--- config.mk ---
export PLATFORM = sky130hd
export DESIGN_NAME = ripc_div
export DESIGN_NICKNAME = d
export VERILOG_FILES = /design/src/rtl/ripc_pkg.sv /design/src/rtl/ripc_div.sv
export SDC_FILE = /design/constraint.sdc
export NUM_CORES = 1
export LEC_CHECK = 0
export ABC_AREA = 1
export BUFFER_PORTS_ARGS = -buffer_cell sky130_fd_sc_hd__buf_2
export CAP_MARGIN = 20
export CORE_MARGIN = 2
export CORE_UTILIZATION = 60
export DETAILED_ROUTE_END_ITERATION = 7
export PLACE_DENSITY = 0.81
export REMOVE_ABC_BUFFERS = 1
export SLEW_MARGIN = 20
export SYNTH_ARGS = -nofsm -noshare
export SYNTH_HDL_FRONTEND = slang
export SYNTH_SLANG_ARGS = --single-unit
--- constraint.sdc ---
create_clock -name clk -period 4.55 [get_ports clk]
set_input_delay 0 -clock clk [delete_from_list [all_inputs] [get_ports clk]]
set_output_delay 0 -clock clk [all_outputs]
set_load 0.02 [all_outputs]
--- src/rtl/ripc_pkg.sv ---
// Package for the rand index pair counter: beat types and shared constants.
// No dependencies; the other files in rtl/ but ripc_scan refer to it by scoped names.
`default_nettype none

package ripc_pkg;

  // Fixed field widths of the input and result beats
  localparam int IN_LABEL_W = 6;
  localparam int CNT_OUT_W  = 21;
  localparam int FRAC_BITS  = 16;
  localparam int FRAC_W     = FRAC_BITS + 1;

  // Defaults for the top-level parameters
  localparam int DEF_MAX_ITEMS  = 1024;
  localparam int DEF_LABEL_BITS = 6;

  // One input beat
  typedef struct packed {
    logic [IN_LABEL_W-1:0] first_label;
    logic [IN_LABEL_W-1:0] second_label;
    logic                  is_last;
  } in_item_t;

  // One result beat
  typedef struct packed {
    logic [CNT_OUT_W-1:0] agree_both;
    logic [CNT_OUT_W-1:0] agree_first_only;
    logic [CNT_OUT_W-1:0] agree_second_only;
    logic [CNT_OUT_W-1:0] agree_neither;
    logic [FRAC_W-1:0]    rand_fraction;
    logic                 overflow;
  } out_item_t;

endpackage

`default_nettype wire

--- src/rtl/ripc_div.sv ---
// Restoring divider: one quotient bit per cycle, FRAC_W bits of num*2^16/den.
// Depends on ripc_pkg for the fraction width.
`default_nettype none

module ripc_div #(
  parameter int W = 22
) (
  input  wire logic                        clk,
  input  wire logic                        rst,
  input  wire logic                        start,
  input  wire logic [W-1:0]                num,
  input  wire logic [W-1:0]                den,
  output logic                             done,
  output logic [ripc_pkg::FRAC_W-1:0]      quot
);

  localparam int FRAC_W = ripc_pkg::FRAC_W;
  localparam int STEP_W = $clog2(FRAC_W);

  logic [W:0]          rem;
  logic [W-1:0]        den_r;
  logic [FRAC_W-1:0]   q;
  logic [STEP_W-1:0]   step;
  logic                run;
  logic                zero;
  logic [W+1:0]        diff;
  logic                ge;
  logic [W-1:0]        new_rem;

  // Trial subtract of the divisor; a negative result keeps the old remainder
  assign diff    = {1'b0, rem} - {2'b00, den_r};
  assign ge      = !diff[W+1];
  assign new_rem = ge ? diff[W-1:0] : rem[W-1:0];
  assign quot    = zero ? '0 : q;

  // Shift in one quotient bit per cycle
  always_ff @(posedge clk) begin
    if (rst) begin
      run  <= 1'b0;
      done <= 1'b0;
    end else begin
      done <= 1'b0;
      if (start) begin
        run   <= 1'b1;
        rem   <= {1'b0, num};
        den_r <= den;
        zero  <= (den == '0);
        step  <= STEP_W'(FRAC_W - 1);
      end else if (run) begin
        q   <= {q[FRAC_W-2:0], ge};
        rem <= {new_rem, 1'b0};
        if (step == '0) begin
          run  <= 1'b0;
          done <= 1'b1;
        end else begin
          step <= step - STEP_W'(1);
        end
      end
    end
  end

endmodule

`default_nettype wire

==> results.txt <==
----------------------------------------------------
[Synthesis]
  YS warnings ... 0
  Post-synthesis cell area ... 4777 um^2
  Share of Yosys cell area claimed by the top area cell type ... 0.4274
  Register area share after synthesis ... 0.4358
  Asr flop ratio synth ... 0
  Ys flop type ... edfxtp_1
  Flops & latches, synth ... 70
  Dominant cell by count in the synthesized netlist ... nand2_1
  Number of standard cells after synthesis ... 642
  Count of flip-flops with a built-in enable after synthesis ... 68
  Synthesized area divided by synthesized cell count ... 7.441 um^2
  Synth area leaders ... edfxtp_1 43%, nand2_1 17%, inv_1 11%, ha_1 6.0%, nor2_1 4.0%
  Post-synth top cells ... 211 x nand2_1, 140 x inv_1, 68 x edfxtp_1
  Cell type with the highest aggregate area in the netlist ... edfxtp_1
  Unique masters post-synth ... 34

[Run status]
  Outcome ... finished, final reports clean

[Hold path]
  End point of the worst hold path ... step[0]
  Number of cells on the worst hold path ... 2
  Path type of the worst min-delay path ... in -> reg
  Source of the worst hold timing path ... start

[Layout]
  Net total in the final layout ... 822
  Growth of design area from synthesis to finish ... 22.16%
  Share of final-layout standard cells stronger than drive strength 1 ... 0.1468
  Diode insertion count for antenna repair ... 0

[Clock network]
  Count of H-tree levels built during CTS ... 3
  Number of buffers added for setup after CTS ... 0
  Clock slew at the register clock pins of the worst setup and hold paths ... around 0.09 ns
  Latest clock arrival within the worst-skew pair ... between 0.3 and 0.4 ns
  Number of hold-repair buffers added at the cts stage ... 45
  Buffer levels on the longest clock path ... 2
  Clock tree from TritonCTS ... done
  Total of cells resized after clock tree synthesis ... 0
  Number of buffers created by CTS ... 9
  Clock sink count ... 70
  Clock tree root driver cell ... clkbuf_8

[Pwr]
  Combinational power share ... 0.303
  Worst VDD drop ... 0.2901 mV
  Cell Pwr Density ... roughly 330 nW/um^2
  Switch Pwr ... 0.6705 mW
  Proportion of power drawn by flip-flops and latches ... 0.414
  Portion of total power attributed to the clock network ... 0.283
  Switching fraction of total power ... 0.3506
  Internal Pwr Total ... 1.242 mW
  Static leakage ... around 3 nW

[Place]
  Number of port buffers ... 64
  Post-Place Worst Slack ... 1.503 ns
  Post-DP HPWL ... around 8.7 mm
  Global placer's final weighted congestion ... 1.038

[Timing]
  Setup repair after global routing missed its margin ... false
  Final count of hold timing violations ... 0
  F_max ... 329.8 MHz
  Final worst-path cycle share ... 0.6663
  PnR worst setup slack ... between 1.5 and 2 ns
  Total negative slack for setup checks ... 0 ns
  Worst-Margin Slew ... 0.8995 ns
  Number of pins exceeding their max-slew limit in the final report ... 0
  Clock period minus worst slack ... 3.032 ns
  Maximum clock skew at final layout ... 0.01221 ns
  # setup viols final ... 0
  Relative slew margins ... 0.3966

[Worst setup path]
  Reg2reg start ... rem[17]
  Endpoint arrival time on the critical path ... roughly 3.1 ns
  Worst r2r path cells ... 9
  Worst setup EP type ... flip-flop
  Category of the critical setup timing path ... reg -> reg
  Worst-case register-to-register setup slack ... 1.52 ns
  Setup crit start kind ... flip-flop
  Maximum fanout encountered on the critical timing path ... 29
  CP Data Required Time ... 4.65 ns
  Critical register-to-register path endpoint ... rem[1]

[Detailed routing]
  Routed wire per std cell ... 14.68 um
  Residual DRC count ... 0
  DR vias/cell ... 5.288
  First-iteration detailed-routing DRC count ... 331
  Number of search-and-repair iterations in the first detailed-routing pass ... 5
  Wire length reported by the detailed router ... between 10 and 15 mm
  Number of nets with antenna violations after routing ... 0
  Number of vias in the routed layout ... roughly 4,500

[Floorplan]
  Placeable core area ... between 7000 and 8000 um^2
  Floorplan row count ... 32
  Area enclosed by the die boundary ... 8692 um^2
  I/O pin total ... between 60 and 70
  Die H ... 93.23 um
  Die width ... 93.23 um
  Initial cell density of the core ... 0.6182

[Job]
  Max-cap violations ... 0

[Global route]
  Wire length of the first global-routing pass ... around 21 mm
  Largest net degree at the start of global routing ... 31
  Antenna violations before repair ... 0
  Total congestion overflow after global routing ... 0
  Vias in the first global route ... 4,528
  Overall routing resource usage ... 0.3071

----------------------------------------------------
cell type report:
class / instances / area [um^2]
Sequential cell: 70 / 2082
Inverter: 149 / 559.3
Clock buffer: 9 / 123.9
Multi-Input combinational cell: 410 / 2078
Timing Repair Buffer: 111 / 785.8
Clock inverter: 7 / 78.83
Tap cell: 102 / 127.6
Fill cell: 601 / 1892
cell usage in the layout, fill, tap and decap left out, types with 2 or more instances in the layout:
cell	count
dfxtp_1	2
nand2_1	211
nor3_1	5
or2_2	3
clkinv_1	3
buf_2	64
o21bai_1	2
clkbuf_8	9
inv_6	3
o22ai_1	2
o21ai_1	6
xor2_1	2
ha_1	23
buf_4	2
nor2_4	4
edfxtp_1	68
nor4_1	5
nand4_1	20
and2_1	2
xnor2_1	6
inv_1	140
dlygate4sd3_1	45
nand3_1	38
nand2_2	6
nor2_1	50
inv_2	7
a21oi_1	11
nand3_2	6
critical path, cell delays in order (launching register included):
cell	delay (ns)
edfxtp_1	0.42
ha_1	0.39
nand2_1	0.14
inv_2	0.05
nand2_1	0.06
nand2_1	0.09
a21oi_4	0.45
nand3_2	0.69
nor2_1	0.36
o21ai_1	0.12
flip-flops by register name (all words and copies together), names as in the netlist:
register and flops:
done 1, zero 1, run 1, rem 23
q 17, den_r 22, step 5
worst max-delay path by stage:
stage          cells past startpoint         to  startpoint  slack (ns)
6_report                           9     rem[1]     rem[17]        1.52
4_1_cts                           10     rem[9]     rem[17]        1.63
3_5_place_dp                       3  den_r[21]       start        1.50
3_3_place_gp                       3  den_r[21]       start        1.54
5_1_grt                            9     rem[1]     rem[17]        1.36
2_1_floorplan                      9     rem[1]     rem[18]        2.27
per-stage QoR:
stage | utilization | instance area (um^2) | hold slack (ns) | power (mW) | cells
after floorplan | - | 4708 | 0.07755 | 1.192 | 629
after global placement | 0.6700 | 5177 | 0.1880 | 1.317 | 797
after detailed placement | 0.6700 | 5177 | 0.1906 | 1.339 | 797
after CTS | 0.7545 | 5831 | 0.2142 | 1.902 | 858
after global routing | 0.7552 | 5836 | 0.2635 | 2.016 | 858
final | 0.7552 | 5836 | 0.2390 | 1.912 | 858
layer usage:
metal | GRT usage | vias to the layer above | routed length (um)
li1 | - | 2219 | -
met1 | 0.3838 | 2078 | 5166
met2 | 0.5264 | 208 | 6113
met3 | 0.07010 | 32 | 1012
met4 | 0.1005 | 0 | 303
met5 | 0 | - | 0
cells by family after synthesis:
family,count (synthesis),share of synthesized area
and+or+nand+nor,354,0.3245
DFF,70,0.4358
xor gates and xnor gates,8,0.01467
AOI/OAI and AO/OA,24,0.02907
buffers and inverters,162,0.1315
adders and majority gates,24,0.06443
power by group through the flow:
stage	sequential [mW]	combinational, mW	clock [mW]
floorplan	0.798	0.394	0
global placement	0.803	0.515	0
detailed placement	0.806	0.533	0
CTS	0.791	0.565	0.546
global route	0.797	0.651	0.568
finish	0.792	0.579	0.542
(Power assumes the default switching activity.)
